==> config.mk <==
export PLATFORM = sky130hd
export DESIGN_NAME = button_gesture_event_generator_flat
export DESIGN_NICKNAME = d
export VERILOG_FILES = /design/src/design/bge_pkg.sv /design/src/design/bge_req_if.sv /design/src/design/bge_rsp_if.sv /design/src/design/bge_tmr.sv /design/src/design/bge_out.sv /design/src/design/bge_seq.sv /design/src/design/button_gesture_event_generator.sv /design/src/flat_wrapper.sv
export SDC_FILE = /design/constraint.sdc
export NUM_CORES = 1
export LEC_CHECK = 0
export BUFFER_PORTS_ARGS = -buffer_cell sky130_fd_sc_hd__buf_2
export CAP_MARGIN = 20
export CORE_MARGIN = 10
export CORE_UTILIZATION = 60
export DETAILED_ROUTE_END_ITERATION = 6
export GPL_ROUTABILITY_DRIVEN = 0
export PLACE_DENSITY = 0.82
export SKIP_CTS_REPAIR_TIMING = 1
export SYNTH_ARGS = -nofsm -noshare
export SYNTH_HDL_FRONTEND = slang
export SYNTH_SLANG_ARGS = --single-unit
==> constraint.sdc <==
create_clock -name clock -period 11.8 [get_ports clock]
set_input_delay 2.95 -clock clock [delete_from_list [all_inputs] [get_ports clock]]
set_output_delay 2.95 -clock clock [all_outputs]
set_load 0.005 [all_outputs]
==> src/design/bge_pkg.sv <==
package bge_pkg;

   // button slots carried by one poll
   localparam int SLOTS = 4;
   localparam int SLOT_W = 2;
   localparam int NUM_BUTTONS_DEF = 4;

   // field widths
   localparam int STATES_W = 8;
   localparam int TICK_W = 32;
   localparam int THR_W = 16;
   localparam int KIND_W = 3;
   localparam int FEAT_W = 7;
   localparam int CSR_IDX_W = 3;
   localparam int CSR_DATA_W = 16;

   // feature enable bit positions
   localparam int FE_COMBO = 0;
   localparam int FE_LCOMBO = 1;
   localparam int FE_DOUBLE = 2;
   localparam int FE_SHORT = 3;
   localparam int FE_LONG = 4;
   localparam int FE_REPEAT = 5;
   localparam int FE_RELEASE = 6;

   // event kinds
   localparam logic [KIND_W-1:0] EV_SHORT = 3'd0;
   localparam logic [KIND_W-1:0] EV_LONG = 3'd1;
   localparam logic [KIND_W-1:0] EV_REPEAT = 3'd2;
   localparam logic [KIND_W-1:0] EV_RELEASE = 3'd3;
   localparam logic [KIND_W-1:0] EV_COMBO = 3'd4;
   localparam logic [KIND_W-1:0] EV_LCOMBO = 3'd5;
   localparam logic [KIND_W-1:0] EV_DOUBLE = 3'd6;

   // register indexes
   localparam logic [CSR_IDX_W-1:0] CSR_FEATURES = 3'd0;
   localparam logic [CSR_IDX_W-1:0] CSR_LONG_PRESS = 3'd1;
   localparam logic [CSR_IDX_W-1:0] CSR_REPEAT_FIRST = 3'd2;
   localparam logic [CSR_IDX_W-1:0] CSR_REPEAT_PERIOD = 3'd3;
   localparam logic [CSR_IDX_W-1:0] CSR_DOUBLE_CLICK = 3'd4;

   // register reset values
   localparam logic [FEAT_W-1:0] FEATURES_RST = 7'd24;
   localparam logic [THR_W-1:0] LONG_PRESS_RST = 16'd800;
   localparam logic [THR_W-1:0] REPEAT_FIRST_RST = 16'd500;
   localparam logic [THR_W-1:0] REPEAT_PERIOD_RST = 16'd200;
   localparam logic [THR_W-1:0] DOUBLE_CLICK_RST = 16'd300;

   typedef enum logic [1:0] {
      BTN_IDLE      = 2'd0,
      BTN_PRESSING  = 2'd1,
      BTN_HELD      = 2'd2,
      BTN_RELEASING = 2'd3
   } btn_state_type;

   typedef enum logic [1:0] {
      CMP_LT,
      CMP_GE,
      CMP_GT
   } cmp_op_type;

   typedef enum logic [1:0] {
      SEQ_IDLE,
      SEQ_SCAN,
      SEQ_FLUSH
   } seq_state_type;

   typedef struct packed {
      logic [FEAT_W-1:0] feature_enables;
      logic [THR_W-1:0]  long_press_ticks;
      logic [THR_W-1:0]  repeat_first_ticks;
      logic [THR_W-1:0]  repeat_period_ticks;
      logic [THR_W-1:0]  double_click_ticks;
   } bge_cfg_type;

   typedef struct packed {
      logic [KIND_W-1:0] kind;
      logic [SLOT_W-1:0] button;
      logic [SLOTS-1:0]  mask;
   } bge_event_type;

   typedef struct packed {
      logic          push;
      logic          finish;
      bge_event_type ev;
   } bge_emit_type;

endpackage

==> src/design/bge_req_if.sv <==
interface bge_req_if;
   logic                          valid;
   logic                          ready;
   logic [bge_pkg::STATES_W-1:0]  button_states;
   logic [bge_pkg::TICK_W-1:0]    now_ticks;

   modport source (output valid, output button_states, output now_ticks, input ready);
   modport sink (input valid, input button_states, input now_ticks, output ready);
endinterface

==> src/design/bge_rsp_if.sv <==
interface bge_rsp_if;
   logic                        valid;
   logic                        ready;
   logic [bge_pkg::KIND_W-1:0]  event_kind;
   logic [bge_pkg::SLOT_W-1:0]  button_index;
   logic [bge_pkg::SLOTS-1:0]   combo_mask;
   logic                        last_of_poll;

   modport source (output valid, output event_kind, output button_index,
                   output combo_mask, output last_of_poll, input ready);
   modport sink (input valid, input event_kind, input button_index,
                 input combo_mask, input last_of_poll, output ready);
endinterface

==> src/design/bge_tmr.sv <==
module bge_tmr (
   input  logic [bge_pkg::TICK_W-1:0] now,
   input  logic [bge_pkg::TICK_W-1:0] stamp,
   input  logic [bge_pkg::THR_W-1:0]  thr,
   input  bge_pkg::cmp_op_type        op,
   output logic                       hit
);

   logic [bge_pkg::TICK_W-1:0] elapsed;
   logic [bge_pkg::TICK_W-1:0] thr_wide;

   // wrapping elapsed time against a zero-extended threshold
   assign elapsed = now - stamp;
   assign thr_wide = {{(bge_pkg::TICK_W - bge_pkg::THR_W){1'b0}}, thr};

   always_comb begin
      unique case (op)
         bge_pkg::CMP_LT: hit = elapsed < thr_wide;
         bge_pkg::CMP_GE: hit = elapsed >= thr_wide;
         bge_pkg::CMP_GT: hit = elapsed > thr_wide;
         default:         hit = 1'b0;
      endcase
   end

endmodule

==> src/design/bge_out.sv <==
module bge_out (
   input  logic                  clock,
   input  logic                  reset,
   input  bge_pkg::bge_emit_type emit,
   output logic                  grant,
   bge_rsp_if.source             rsp_ch
);

   logic                   pend_vld_ff, pend_vld_in;
   bge_pkg::bge_event_type pend_ff, pend_in;
   logic                   out_vld_ff, out_vld_in;
   bge_pkg::bge_event_type out_ff, out_in;
   logic                   out_last_ff, out_last_in;
   logic                   out_free;
   logic                   load;

   // one event is held back until the next one or the end of the poll
   assign out_free = !out_vld_ff || rsp_ch.ready;
   assign grant = !pend_vld_ff || out_free;
   assign load = (emit.push || emit.finish) && grant && pend_vld_ff;

   always_comb begin
      pend_vld_in = pend_vld_ff;
      pend_in = pend_ff;
      out_in = out_ff;
      out_last_in = out_last_ff;
      out_vld_in = rsp_ch.ready ? 1'b0 : out_vld_ff;
      if (load) begin
         out_in = pend_ff;
         out_last_in = emit.finish;
         out_vld_in = 1'b1;
      end
      if (emit.push && grant) begin
         pend_in = emit.ev;
         pend_vld_in = 1'b1;
      end else if (emit.finish && grant) begin
         pend_vld_in = 1'b0;
      end
   end

   always_ff @(posedge clock) begin
      if (reset) begin
         pend_vld_ff <= 1'b0;
         out_vld_ff <= 1'b0;
      end else begin
         pend_vld_ff <= pend_vld_in;
         out_vld_ff <= out_vld_in;
      end
      pend_ff <= pend_in;
      out_ff <= out_in;
      out_last_ff <= out_last_in;
   end

   // result beat
   assign rsp_ch.valid = out_vld_ff;
   assign rsp_ch.event_kind = out_ff.kind;
   assign rsp_ch.button_index = out_ff.button;
   assign rsp_ch.combo_mask = out_ff.mask;
   assign rsp_ch.last_of_poll = out_last_ff;

endmodule

==> src/design/bge_seq.sv <==
module bge_seq #(
   parameter int NUM_BUTTONS = bge_pkg::NUM_BUTTONS_DEF
) (
   input  logic                  clock,
   input  logic                  reset,
   input  bge_pkg::bge_cfg_type  cfg,
   bge_req_if.sink               req_ch,
   input  logic                  grant,
   output bge_pkg::bge_emit_type emit
);

   localparam int Slots = bge_pkg::SLOTS;
   localparam int SlotW = bge_pkg::SLOT_W;
   localparam int ActiveButtons = (NUM_BUTTONS < Slots) ? NUM_BUTTONS : Slots;
   localparam logic [SlotW-1:0] LastIdx = SlotW'(ActiveButtons - 1);
   localparam logic [Slots-1:0] OneBit = Slots'(1);

   bge_pkg::seq_state_type state_ff, state_in;
   logic [SlotW-1:0] idx_ff, idx_in;
   logic [1:0] ph_ff, ph_in;
   bge_pkg::btn_state_type st_ff [Slots];
   bge_pkg::btn_state_type st_cap [Slots];
   logic [bge_pkg::TICK_W-1:0] now_ff;

   logic [Slots-1:0] long_fired_ff, long_fired_in;
   logic [Slots-1:0] repeating_ff, repeating_in;
   logic combo_active_ff, combo_active_in;
   logic lcombo_done_ff, lcombo_done_in;
   logic [bge_pkg::TICK_W-1:0] lp_stamp_ff, lp_stamp_in;
   logic [bge_pkg::TICK_W-1:0] rep_stamp_ff, rep_stamp_in;
   logic [bge_pkg::TICK_W-1:0] combo_stamp_ff, combo_stamp_in;
   logic [bge_pkg::TICK_W-1:0] dc_stamp_ff, dc_stamp_in;
   logic awaiting_ff, awaiting_in;
   logic [SlotW-1:0] first_btn_ff, first_btn_in;

   bge_pkg::btn_state_type cur;
   logic [bge_pkg::FEAT_W-1:0] en;
   logic combo_any;
   logic [Slots-1:0] down_mask;
   logic held_any;
   logic multi_down;
   logic other_down;
   logic accept;
   logic emit_want;
   bge_pkg::bge_event_type ev;
   logic last_ph;
   logic brk;
   logic stall;
   logic do_step;

   logic [bge_pkg::TICK_W-1:0] tmr_stamp;
   logic [bge_pkg::THR_W-1:0] tmr_thr;
   bge_pkg::cmp_op_type tmr_op;
   logic tmr_hit;

   // button states of the poll, slots past the button count read as idle
   always_comb begin
      for (int j = 0; j < Slots; j++) begin
         st_cap[j] = (j < ActiveButtons) ?
            bge_pkg::btn_state_type'(req_ch.button_states[2*j +: 2]) : bge_pkg::BTN_IDLE;
      end
   end

   // poll-wide summaries
   always_comb begin
      held_any = 1'b0;
      for (int j = 0; j < Slots; j++) begin
         down_mask[j] = (st_ff[j] == bge_pkg::BTN_PRESSING) || (st_ff[j] == bge_pkg::BTN_HELD);
         if (st_ff[j] == bge_pkg::BTN_HELD) held_any = 1'b1;
      end
   end

   assign multi_down = |(down_mask & (down_mask - Slots'(1)));
   assign other_down = |(down_mask & ~(OneBit << idx_ff));
   assign cur = st_ff[idx_ff];
   assign en = cfg.feature_enables;
   assign combo_any = en[bge_pkg::FE_COMBO] || en[bge_pkg::FE_LCOMBO];

   // shared elapsed-time compare, operands picked by button state and phase
   always_comb begin
      tmr_stamp = dc_stamp_ff;
      tmr_thr = cfg.double_click_ticks;
      tmr_op = bge_pkg::CMP_LT;
      if (cur == bge_pkg::BTN_HELD) begin
         case (ph_ff)
            2'd0: begin
               tmr_stamp = lp_stamp_ff;
               tmr_thr = cfg.long_press_ticks;
               tmr_op = bge_pkg::CMP_GE;
            end
            2'd1: begin
               tmr_stamp = combo_stamp_ff;
               tmr_thr = cfg.long_press_ticks;
               tmr_op = bge_pkg::CMP_GE;
            end
            default: begin
               tmr_stamp = rep_stamp_ff;
               tmr_thr = repeating_ff[idx_ff] ? cfg.repeat_period_ticks
                                              : cfg.repeat_first_ticks;
               tmr_op = bge_pkg::CMP_GT;
            end
         endcase
      end
   end

   bge_tmr u_tmr (
      .now   (now_ff),
      .stamp (tmr_stamp),
      .thr   (tmr_thr),
      .op    (tmr_op),
      .hit   (tmr_hit)
   );

   // one step of the current button: state updates and at most one event
   always_comb begin
      long_fired_in = long_fired_ff;
      repeating_in = repeating_ff;
      combo_active_in = combo_active_ff;
      lcombo_done_in = lcombo_done_ff;
      lp_stamp_in = lp_stamp_ff;
      rep_stamp_in = rep_stamp_ff;
      combo_stamp_in = combo_stamp_ff;
      dc_stamp_in = dc_stamp_ff;
      awaiting_in = awaiting_ff;
      first_btn_in = first_btn_ff;
      emit_want = 1'b0;
      ev.kind = bge_pkg::EV_SHORT;
      ev.button = idx_ff;
      ev.mask = '0;
      last_ph = 1'b1;
      brk = 1'b0;
      unique case (cur)
         bge_pkg::BTN_PRESSING: begin
            if (en[bge_pkg::FE_LONG]) long_fired_in[idx_ff] = 1'b0;
            if (en[bge_pkg::FE_REPEAT]) repeating_in[idx_ff] = 1'b0;
            if (combo_any && multi_down) begin
               // several buttons down: combo instead of single press
               combo_active_in = 1'b1;
               if (en[bge_pkg::FE_COMBO]) begin
                  emit_want = 1'b1;
                  ev.kind = bge_pkg::EV_COMBO;
                  ev.mask = down_mask;
               end
               if (en[bge_pkg::FE_LCOMBO]) combo_stamp_in = now_ff;
            end else begin
               if (combo_any) combo_active_in = other_down;
               if (en[bge_pkg::FE_DOUBLE]) begin
                  emit_want = 1'b1;
                  if (awaiting_ff && (first_btn_ff == idx_ff) && tmr_hit) begin
                     ev.kind = bge_pkg::EV_DOUBLE;
                     awaiting_in = 1'b0;
                  end else begin
                     ev.kind = bge_pkg::EV_SHORT;
                     awaiting_in = 1'b1;
                     dc_stamp_in = now_ff;
                     first_btn_in = idx_ff;
                  end
               end
               if (en[bge_pkg::FE_SHORT] && !en[bge_pkg::FE_DOUBLE] && !en[bge_pkg::FE_LONG]) begin
                  emit_want = 1'b1;
                  ev.kind = bge_pkg::EV_SHORT;
               end
               if (en[bge_pkg::FE_LONG]) lp_stamp_in = now_ff;
               if (en[bge_pkg::FE_REPEAT]) rep_stamp_in = now_ff;
            end
         end
         bge_pkg::BTN_RELEASING: begin
            last_ph = (ph_ff == 2'd1);
            if (ph_ff == 2'd0) begin
               if (combo_any && combo_active_ff) begin
                  // combo release ends the poll
                  combo_active_in = held_any;
                  if (en[bge_pkg::FE_LCOMBO] && !held_any) lcombo_done_in = 1'b0;
                  brk = 1'b1;
               end else if (en[bge_pkg::FE_RELEASE]) begin
                  emit_want = 1'b1;
                  ev.kind = bge_pkg::EV_RELEASE;
               end
            end else if (en[bge_pkg::FE_SHORT] && en[bge_pkg::FE_LONG] &&
                         !long_fired_ff[idx_ff]) begin
               emit_want = 1'b1;
               ev.kind = bge_pkg::EV_SHORT;
            end
         end
         bge_pkg::BTN_HELD: begin
            last_ph = (ph_ff == 2'd2);
            case (ph_ff)
               2'd0: begin
                  if (en[bge_pkg::FE_LONG] && !long_fired_ff[idx_ff] &&
                      !(combo_any && combo_active_ff) && tmr_hit) begin
                     long_fired_in[idx_ff] = 1'b1;
                     emit_want = 1'b1;
                     ev.kind = bge_pkg::EV_LONG;
                  end
               end
               2'd1: begin
                  if (en[bge_pkg::FE_LCOMBO] && combo_active_ff && !lcombo_done_ff &&
                      tmr_hit) begin
                     lcombo_done_in = 1'b1;
                     emit_want = 1'b1;
                     ev.kind = bge_pkg::EV_LCOMBO;
                     ev.mask = down_mask;
                  end
               end
               default: begin
                  if (en[bge_pkg::FE_REPEAT] && tmr_hit) begin
                     rep_stamp_in = now_ff;
                     repeating_in[idx_ff] = 1'b1;
                     emit_want = 1'b1;
                     ev.kind = bge_pkg::EV_REPEAT;
                  end
               end
            endcase
         end
         default: begin
         end
      endcase
   end

   // sequencer next state
   always_comb begin
      state_in = state_ff;
      idx_in = idx_ff;
      ph_in = ph_ff;
      unique case (state_ff)
         bge_pkg::SEQ_IDLE: begin
            if (req_ch.valid) begin
               state_in = bge_pkg::SEQ_SCAN;
               idx_in = '0;
               ph_in = '0;
            end
         end
         bge_pkg::SEQ_SCAN: begin
            if (!stall) begin
               if (brk || (last_ph && (idx_ff == LastIdx))) begin
                  state_in = bge_pkg::SEQ_FLUSH;
               end else if (last_ph) begin
                  idx_in = idx_ff + SlotW'(1);
                  ph_in = '0;
               end else begin
                  ph_in = ph_ff + 2'd1;
               end
            end
         end
         bge_pkg::SEQ_FLUSH: begin
            if (grant) state_in = bge_pkg::SEQ_IDLE;
         end
         default: state_in = bge_pkg::SEQ_IDLE;
      endcase
   end

   // sequencer outputs
   always_comb begin
      accept = 1'b0;
      stall = 1'b0;
      do_step = 1'b0;
      emit.push = 1'b0;
      emit.finish = 1'b0;
      emit.ev = ev;
      unique case (state_ff)
         bge_pkg::SEQ_IDLE: accept = req_ch.valid;
         bge_pkg::SEQ_SCAN: begin
            emit.push = emit_want;
            stall = emit_want && !grant;
            do_step = !stall;
         end
         bge_pkg::SEQ_FLUSH: emit.finish = 1'b1;
         default: begin
         end
      endcase
   end

   assign req_ch.ready = (state_ff == bge_pkg::SEQ_IDLE);

   always_ff @(posedge clock) begin
      if (reset) begin
         state_ff <= bge_pkg::SEQ_IDLE;
         idx_ff <= '0;
         ph_ff <= '0;
         long_fired_ff <= '0;
         repeating_ff <= '0;
         combo_active_ff <= 1'b0;
         lcombo_done_ff <= 1'b0;
         lp_stamp_ff <= '0;
         rep_stamp_ff <= '0;
         combo_stamp_ff <= '0;
         dc_stamp_ff <= '0;
         awaiting_ff <= 1'b0;
         first_btn_ff <= '0;
      end else begin
         state_ff <= state_in;
         idx_ff <= idx_in;
         ph_ff <= ph_in;
         if (do_step) begin
            long_fired_ff <= long_fired_in;
            repeating_ff <= repeating_in;
            combo_active_ff <= combo_active_in;
            lcombo_done_ff <= lcombo_done_in;
            lp_stamp_ff <= lp_stamp_in;
            rep_stamp_ff <= rep_stamp_in;
            combo_stamp_ff <= combo_stamp_in;
            dc_stamp_ff <= dc_stamp_in;
            awaiting_ff <= awaiting_in;
            first_btn_ff <= first_btn_in;
         end
      end
   end

   // poll capture
   always_ff @(posedge clock) begin
      if (accept) begin
         for (int j = 0; j < Slots; j++) st_ff[j] <= st_cap[j];
         now_ff <= req_ch.now_ticks;
      end
   end

endmodule

==> src/design/button_gesture_event_generator.sv <==
// Button gesture event generator.
// req_ch carries one poll per beat: 2 bits of debounced state per button and
// the poll's tick stamp. rsp_ch carries gesture events (kind, button, combo
// mask); last_of_poll marks the final event of a poll, and a poll with no
// event yields no beat. The csr_ port writes the feature enables and the
// tick thresholds, one register per cycle with csr_we high.
// The sequencer visits the buttons in order, one step per cycle unless
// rsp_ch stalls, all timing tests sharing one 32-bit elapsed-time compare:
// an idle or pressing button takes 1 step, a releasing one 2, a held one 3.
// A combo release ends the scan early; req_ch.ready is high only
// between polls. Each event is held back until the next event or the end
// of the poll so that the last one can be marked.
// When rsp_ch stalls, the sequencer waits at the step that wants to emit;
// the next poll is accepted as soon as the last event sits in the output
// register. Reset clears all gesture state and stamps, loads the register
// defaults and leaves the block ready.
module button_gesture_event_generator #(
   parameter int NUM_BUTTONS = bge_pkg::NUM_BUTTONS_DEF
) (
   input  logic                              clock,
   input  logic                              reset,
   bge_req_if.sink                           req_ch,
   bge_rsp_if.source                         rsp_ch,
   input  logic                              csr_we,
   input  logic [bge_pkg::CSR_IDX_W-1:0]     csr_index,
   input  logic [bge_pkg::CSR_DATA_W-1:0]    csr_wdata
);

   bge_pkg::bge_cfg_type cfg_ff, cfg_in;
   bge_pkg::bge_emit_type emit;
   logic grant;

   // configuration registers
   always_comb begin
      cfg_in = cfg_ff;
      if (csr_we) begin
         unique case (csr_index)
            bge_pkg::CSR_FEATURES:
               cfg_in.feature_enables = csr_wdata[bge_pkg::FEAT_W-1:0];
            bge_pkg::CSR_LONG_PRESS:     cfg_in.long_press_ticks = csr_wdata;
            bge_pkg::CSR_REPEAT_FIRST:   cfg_in.repeat_first_ticks = csr_wdata;
            bge_pkg::CSR_REPEAT_PERIOD:  cfg_in.repeat_period_ticks = csr_wdata;
            bge_pkg::CSR_DOUBLE_CLICK:   cfg_in.double_click_ticks = csr_wdata;
            default: begin
            end
         endcase
      end
   end

   always_ff @(posedge clock) begin
      if (reset) begin
         cfg_ff.feature_enables <= bge_pkg::FEATURES_RST;
         cfg_ff.long_press_ticks <= bge_pkg::LONG_PRESS_RST;
         cfg_ff.repeat_first_ticks <= bge_pkg::REPEAT_FIRST_RST;
         cfg_ff.repeat_period_ticks <= bge_pkg::REPEAT_PERIOD_RST;
         cfg_ff.double_click_ticks <= bge_pkg::DOUBLE_CLICK_RST;
      end else begin
         cfg_ff <= cfg_in;
      end
   end

   bge_seq #(
      .NUM_BUTTONS (NUM_BUTTONS)
   ) u_seq (
      .clock  (clock),
      .reset  (reset),
      .cfg    (cfg_ff),
      .req_ch (req_ch),
      .grant  (grant),
      .emit   (emit)
   );

   bge_out u_out (
      .clock  (clock),
      .reset  (reset),
      .emit   (emit),
      .grant  (grant),
      .rsp_ch (rsp_ch)
   );

endmodule
==> src/flat_wrapper.sv <==
// flat-port wrapper written by rule: the top's interface ports become plain ports
module button_gesture_event_generator_flat 
#(
   parameter int NUM_BUTTONS = bge_pkg::NUM_BUTTONS_DEF
)
  (clock, reset, csr_we, csr_index, csr_wdata, req_ch_valid, req_ch_button_states, req_ch_now_ticks, req_ch_ready, rsp_ch_valid, rsp_ch_event_kind, rsp_ch_button_index, rsp_ch_combo_mask, rsp_ch_last_of_poll, rsp_ch_ready);
  bge_req_if req_ch_i ();
  bge_rsp_if rsp_ch_i ();
  input  logic clock;
  input  logic reset;
  input  logic csr_we;
  input  logic [bge_pkg::CSR_IDX_W-1:0] csr_index;
  input  logic [bge_pkg::CSR_DATA_W-1:0] csr_wdata;
  input wire logic [$bits(req_ch_i.valid)-1:0] req_ch_valid;
  input wire logic [$bits(req_ch_i.button_states)-1:0] req_ch_button_states;
  input wire logic [$bits(req_ch_i.now_ticks)-1:0] req_ch_now_ticks;
  output wire logic [$bits(req_ch_i.ready)-1:0] req_ch_ready;
  output wire logic [$bits(rsp_ch_i.valid)-1:0] rsp_ch_valid;
  output wire logic [$bits(rsp_ch_i.event_kind)-1:0] rsp_ch_event_kind;
  output wire logic [$bits(rsp_ch_i.button_index)-1:0] rsp_ch_button_index;
  output wire logic [$bits(rsp_ch_i.combo_mask)-1:0] rsp_ch_combo_mask;
  output wire logic [$bits(rsp_ch_i.last_of_poll)-1:0] rsp_ch_last_of_poll;
  input wire logic [$bits(rsp_ch_i.ready)-1:0] rsp_ch_ready;
  assign req_ch_i.valid = req_ch_valid;
  assign req_ch_i.button_states = req_ch_button_states;
  assign req_ch_i.now_ticks = req_ch_now_ticks;
  assign req_ch_ready = req_ch_i.ready;
  assign rsp_ch_valid = rsp_ch_i.valid;
  assign rsp_ch_event_kind = rsp_ch_i.event_kind;
  assign rsp_ch_button_index = rsp_ch_i.button_index;
  assign rsp_ch_combo_mask = rsp_ch_i.combo_mask;
  assign rsp_ch_last_of_poll = rsp_ch_i.last_of_poll;
  assign rsp_ch_i.ready = rsp_ch_ready;
  button_gesture_event_generator #(.NUM_BUTTONS(NUM_BUTTONS)) u_core (.clock(clock), .reset(reset), .req_ch(req_ch_i), .rsp_ch(rsp_ch_i), .csr_we(csr_we), .csr_index(csr_index), .csr_wdata(csr_wdata));
endmodule
Word-level counts from Yosys, hierarchy flattened
Memories as Yosys holds them, arrays and structs flattened. A register that Yosys moved wholly into a read port is not among the register bits.
Cells that the tools add are included.
{ "op_classes": {"add_sub_neg": 4, "n_lt_le_gt_ge": 5, "n_eq_ne": 42, "shift": 1, "muxes": 105, "bitwise_logic": 10, "n_reduce_logical": 72} }
{ "ops": {"columns": ["op", "count"], "rows": [
  ["$mux W32", 5],
  ["$pmux W32 S2", 2],
  ["$mux W16", 3],
  ["$mux W1", 43],
  ["$mux W4", 10],
  ["$mux W2", 18],
  ["$ge A32 B16 Y1", 1],
  ["$gt A32 B16 Y1", 1],
  ["$lt A32 B16 Y1", 1],
  ["$sub A32 B32 Y32", 1],
  ["$reduce_and A5 Y1", 5],
  ["$pmux W4 S2", 3],
  ["$logic_and A1 B1 Y1", 23],
  ["$ne A2 B2 Y1 const B", 11],
  ["$mux W3", 7],
  ["$eq A2 B2 Y1 const B", 10],
  ["$reduce_and A4 Y1", 5],
  ["$and A4 B4 Y4", 4],
  ["$eq A2 B1 Y1 const B", 8],
  ["$ne A2 B1 Y1 const B", 7],
  ["$reduce_bool A2 Y1", 6],
  ["$logic_not A1 Y1", 10],
  ["$reduce_and A2 Y1", 5],
  ["$logic_or A1 B1 Y1", 9],
  ["other kinds (27)", 41]
]} }
{ "word_totals": {"reg_bits": 271, "ramBits": 8, "in_bits": 64, "output_inout_bits": 12, "elab_cells": 268, "mem_count": 1} }
{ "memory_table": {"columns": ["memory", "words", "width", "read_ports", "rd_ports_with_merged_regs", "wr", "line", "source"], "rows": [
  ["u_core.u_seq.st_ff", 4, 2, 5, 1, 4, "bge_seq.sv:21", "bge_pkg::btn_state_type st_ff [Slots];"]
]} }

Logic depth before layout (Yosys ltp)
{ "logic_depth": {"depth_word": 17, "depth_mapped": 30, "mapped_depth_nobuf": 25} }

Modules after synthesis
A second synthesis with hierarchy kept.
{ "unflattened": {"hier_cells": 1564, "hier_area_um2": 14986.9} }
{ "modules_own_cells": {"columns": ["module", "n_inst", "cells_per_inst", "area_per_inst_um2", "seq_area_each_um2"], "rows": [
  ["bge_seq", 1, 915, 9123.8, 4184.0],
  ["button_gesture_event_generator", 1, 264, 2829.0, 1421.4],
  ["bge_tmr", 1, 354, 2357.3, 0.0],
  ["bge_out", 1, 31, 676.9, 610.6]
]} }

Worst setup path after synthesis
Ideal clock, no wire load.
{ "synth_timing": {"path_type": "flip-flop to flip-flop", "from": "reg with a tool-made name", "to": "reg u_core.u_out.out_ff (netlist bit u_core.u_out.rsp_ch.button_index[0]) (enable)", "setup_time_ps": 393, "arrival_ps": 6784, "required_ps": 11407, "slack_ps": 4622, "stages_incl_launch_ff": 27, "n_path_buf": 3, "period_less_slack_ps": 7178, "cell_sequence": "dfxtp_1 mux4_2 inv_1 ha_1 clkbuf_1 buf_1 buf_1 nand3_1 o21ai_0 ha_1 and2_1 a221o_1 o2111ai_4 a31oi_2 nor2_1 o21ai_0 xor2_1 ha_1 nand4_1 or2_2 or3_1 o21ai_0 nor4_2 o21ai_2 a21oi_1 or3_1 a211oi_1"} }
{ "synth_rtl": {"columns": ["element", "line", "source"], "rows": [
  ["end signal: assignment", "bge_out.sv:50", "out_ff <= out_in;"],
  ["end: declaration", "bge_out.sv:12", "bge_pkg::bge_event_type out_ff, out_in;"]
]} }

Final worst setup path
{ "layout_timing": {"from": "reg u_core.u_seq.ph_ff[0]", "to": "reg u_core.u_seq.rep_stamp_ff[6] in the netlist's numbering"} }
{ "layout_via": {"elab_chain_cells": 14, "elab_cells_between_ends": 32, "cone_classes": "add/sub (1); order compare (3); eq/ne (5); mux (14); reduce/logical (9)"} }
{ "layout_rtl": {"columns": ["element", "line", "source"], "rows": [
  ["start: declaration", "bge_seq.sv:20", "logic [1:0] ph_ff, ph_in;"],
  ["start signal: assignment", "bge_seq.sv:293", "ph_ff <= ph_in;"],
  ["$eq A2 B1 Y1 or $logic_not A2 Y1 (tied branches)", "bge_seq.sv:85, bge_seq.sv:187, bge_seq.sv:169", null],
  ["$pmux W32 S2 or $reduce_or A2 Y1 (tied branches)", null, null],
  ["$mux W32, or another cell as far along", "bge_seq.sv:84", "if (cur == bge_pkg::BTN_HELD) begin"],
  ["$sub A32 B32 Y32, or another cell as far along", "bge_tmr.sv:13", "assign elapsed = now - stamp;"],
  ["$gt A32 B16 Y1, or another cell as far along", "bge_tmr.sv:20", "bge_pkg::CMP_GT: hit = elapsed > thr_wide;"],
  ["$pmux W1 S3", "bge_tmr.sv:17", "unique case (op)"],
  ["$logic_and A1 B1 Y1, on equally long branches", "bge_seq.sv:206, bge_seq.sv:190, bge_seq.sv:197", null],
  ["$mux W1, on equally long branches", "bge_seq.sv:206, bge_seq.sv:189, bge_seq.sv:197", null],
  ["$pmux W1 S2", "bge_seq.sv:187", "case (ph_ff)"],
  ["$pmux W1 S3", "bge_seq.sv:132", "unique case (cur)"],
  ["$logic_and A1 B1 Y1", "bge_seq.sv:264", "stall = emit_want && !grant;"],
  ["$logic_not A1 Y1", "bge_seq.sv:265", "do_step = !stall;"],
  ["$mux W1", "bge_seq.sv:260", "unique case (state_ff)"],
  ["$reduce_and A6 Y1 (no source line) (*)", null, null],
  ["end signal: assignment", "bge_seq.sv:300", "rep_stamp_ff <= rep_stamp_in;"],
  ["end: declaration", "bge_seq.sv:30", "logic [bge_pkg::TICK_W-1:0] rep_stamp_ff, rep_stamp_in;"]
]} }
Every way passes the cells marked *; elsewhere a longest branch is shown, timed or not.
A chain may end at the register's enable or synchronous reset.

==> flow_metrics.env <==
export IMPL_outcome="complete, no violations"
export IMPL_clk_pin_slew_worst_paths_ps=60
export IMPL_yosysSeqAreaShare_pct=43.67
export IMPL_worstPathArrival_ps=8600
export IMPL_clkLatencyLatePin_ps=550
export IMPL_path_buf_inv=4
export IMPL_ctsRootBufferMaster="clkbuf_16"
export IMPL_ios=76
export IMPL_grt_ovfl_total=0
export IMPL_peakVddDrop_uv=125.3
export IMPL_fmax_ghz=0.1222
export IMPL_worst_pin_slew_ps=1026
export IMPL_cts_tree="done"
export IMPL_synth_top_area_cell="dfxtp_1"
export IMPL_antenna_cells=0
export IMPL_routed_wl_mm=34.98
export IMPL_grt_pass1_vias=11790
export IMPL_synthesis_area_um2=14230
export IMPL_grt_usage_pct=22.22
export IMPL_rows=56
export IMPL_cts_max_level=1
export IMPL_gr_usage_met2_pct=37.58
export IMPL_synth_area_per_cell_um2=8.831
export IMPL_powerDensity_nw_per_um2=162.7
export IMPL_fin_skew_ps=11.23
export IMPL_fin_crit_ps=8185
export IMPL_antenna_left=0
export IMPL_synth_cell_type_count=76
export IMPL_start_kind="flop"
export IMPL_setup_viol=0
export IMPL_p_switching_mw=0.7581
export IMPL_start_util_pct=60.83
export IMPL_drc=0
export IMPL_num_fill_cells=1846
export IMPL_synth_main_ff_cell="dfxtp_1"
export IMPL_cp_required_ps=12220
export IMPL_die_h_um=174.0
export IMPL_clock_sinks=281
export IMPL_period_share_pct=69.36
export IMPL_end_kind="flop"
export IMPL_via_count=11930
export IMPL_design_core_area_um2=23400
export IMPL_yosysWarnings=0
export IMPL_criticalPathCategory="flop to flop"
export IMPL_clock_path_buffers=3
export IMPL_worst_path_largest_cell_delay_ps=760
export IMPL_drv_cap=0
export IMPL_grt_max_degree=105
export IMPL_path_max_fanout=37
export IMPL_top_usage_layer="met2"
export IMPL_met1_usage_pct=28.52
export IMPL_die_x_um=174.0
export IMPL_synth_top_area_share_pct=31.22
export IMPL_portBuffers=75
export IMPL_routed_via_density=6.054
export IMPL_tns_ps=0
export IMPL_fin_util_pct=67.08
export IMPL_async_flop_share_pct=0
export IMPL_final_max_slew_violation_count=0
export IMPL_hold_viol=0
export IMPL_pwr_share_seq_pct=41.1
export IMPL_nets=1756
export IMPL_synth_net_count=1740
export IMPL_met3_usage_pct=3.814
export IMPL_synthCells=1612
export IMPL_ys_seq_elements=281
export IMPL_pwr_share_clk_pct=36.9
export IMPL_relSlewSlack_pct=31.61
export IMPL_wl_per_cell_um=17.75
export IMPL_grt_pass1_wl_mm=57.90
export IMPL_power_leakage_nw=6.086
export IMPL_rsz0062_at_grt="false"
export IMPL_slowest_stage="nand4_2"
export IMPL_drive_gt1_share_pct=10.05
export IMPL_cp_common_cell="o21ai_0"
export IMPL_synth_edf_count=59
export IMPL_antenna_found_initial=0
export IMPL_cts_made_buffers=30
export IMPL_dp_hpwl_mm=23.61
export IMPL_p_int_mw=1.796
export IMPL_pwr_share_comb_pct=22.0
export IMPL_drt_initial_drc_count=1048
export IMPL_swShare_pct=29.68
export IMPL_area_delta_synth_final_pct=10.28
export IMPL_hold_path_class="flop to flop"
export IMPL_drtPass1Iterations=5
export IMPL_synth_area_leaders="dfxtp_1, edfxtp_1, mux2i_1, nand2_1, ha_1"
export IMPL_cpLargestDelayFamily="simple AND/OR/NAND/NOR gates"
export IMPL_die_area_um2=30290
## cells by family (layout without fill, tap and decap cells)
group | after synthesis | in the layout | share of synthesized area, %
simple gates | 622 | 622 | 18.96
compound gates | 324 | 324 | 14.56
flops | 281 | 281 | 43.67
mux | 159 | 159 | 11.53
buf+inv | 136 | 176 | 3.999
fa+ha+maj | 65 | 65 | 5.748
xor+xnor | 25 | 25 | 1.538
## synthesized netlist by cell type, drive strengths merged (3+ instances only)
| cell type | count |
|---|---|
| a211oi | 23 |
| a21o | 12 |
| a21oi | 122 |
| a22oi | 33 |
| a311oi | 3 |
| a31oi | 4 |
| a41oi | 3 |
| and2 | 8 |
| and3 | 7 |
| buf | 20 |
| clkbuf | 84 |
| dfxtp | 222 |
| edfxtp | 59 |
| ha | 63 |
| inv | 32 |
| mux2i | 155 |
| mux4 | 4 |
| nand2 | 360 |
| nand2b | 7 |
| nand3 | 71 |
| nand4 | 21 |
| nor2 | 95 |
| nor2b | 8 |
| nor3 | 14 |
| nor4 | 8 |
| o2111ai | 5 |
| o211ai | 11 |
| o21a | 10 |
| o21ai | 66 |
| o21bai | 3 |
| o22ai | 7 |
| o31ai | 5 |
| or2 | 3 |
| or3 | 5 |
| or4 | 6 |
| xnor2 | 20 |
| xor2 | 5 |
## cell type report
| cell class | instances | area (µm²) | area share [%] |
|---|---|---|---|
| inverters | 32 | 122.6 | 0.7811 |
| flip-flops and latches | 281 | 6216 | 39.60 |
| clock buffers | 45 | 919.6 | 5.858 |
| repair buffers | 88 | 488.0 | 3.108 |
| well taps | 319 | 399.1 | 2.542 |
| clock inverters | 11 | 92.59 | 0.5898 |
| multi-input cells | 1195 | 7461 | 47.53 |
## power groups by stage
stage	clock network (mW)	logic, mW	registers, mW
5_1_grt	0.996	0.616	1.05
6_report	0.943	0.562	1.05
2_1_floorplan	0	0.421	1.06
3_3_place_gp	0	0.522	1.07
3_5_place_dp	0	0.541	1.07
4_1_cts	0.956	0.548	1.05
## per-layer routing
metal / vias to the layer above / part of all wire, %
li1: 5745 / -
met1: 5640 / 43
met2: 468 / 48
met3: 79 / 6.6
met4: 0 / 2.3
met5: - / 0
## worst paths after layout
check                                             start                                end  slack [ps]  cells past startpoint
worst max register to register    u_core.u_seq.ph_ff[0]       u_core.u_seq.rep_stamp_ff[6]        3620                     28
worst max-delay path              u_core.u_seq.ph_ff[0]       u_core.u_seq.rep_stamp_ff[6]        3620                     28
worst min-delay path            u_core.u_out.pend_ff[7]  u_core.u_out.rsp_ch.event_kind[1]         420                      0
worst min register to register  u_core.u_out.pend_ff[7]  u_core.u_out.rsp_ch.event_kind[1]         420                      0
## registers in the layout, indices dropped and copies added (netlist names), 4 cells and up, named ones only
name,cells
u_core.cfg_ff,71
u_core.u_seq.lp_stamp_ff,32
u_core.u_seq.combo_stamp_ff,32
u_core.u_seq.now_ff,32
u_core.u_seq.rep_stamp_ff,32
u_core.u_out.pend_ff,9
u_core.u_out.rsp_ch.combo_mask,4
u_core.u_seq.st_ff,8
u_core.u_seq.dc_stamp_ff,32
## stage by stage
step | instances | hold slack [ps] | power [mW] | instance area, µm² | worst slack (ps)
finish | 1971 | 419.8 | 2.554 | 15700 | 3615
global route | 1971 | 430.5 | 2.665 | 15700 | 3135
CTS | 1969 | 421.7 | 2.553 | 15670 | 3759
detailed placement | 1913 | 404.5 | 1.611 | 14660 | 3786
global placement | 1913 | 403.1 | 1.589 | 14660 | 4112
floorplan | 1612 | 400.3 | 1.480 | 14230 | 4622
## layout by cell type (no fill, tap or decap), types with 6 or more instances in the layout
cell,netlist,routed
nor2b_1,8,8
nor3_1,14,14
mux2i_1,155,155
o21a_1,10,10
nand4_1,20,20
edfxtp_1,59,59
nand2_1,360,360
buf_4,6,13
clkbuf_8,0,7
a21oi_1,120,120
and3_1,6,6
inv_1,31,31
and2_1,8,7
nand3_1,71,71
dfxtp_1,222,222
o22ai_1,7,7
a21o_1,12,12
xnor2_1,20,20
nor2_1,95,94
clkbuf_1,84,6
o21ai_0,62,62
a22oi_1,33,33
clkbuf_16,0,32
nand2b_1,7,7
ha_1,63,62
a211oi_1,23,23
buf_2,5,74
o211ai_1,9,9
nor4_1,7,7
Note: power is estimated with default switching activity, not from simulation.
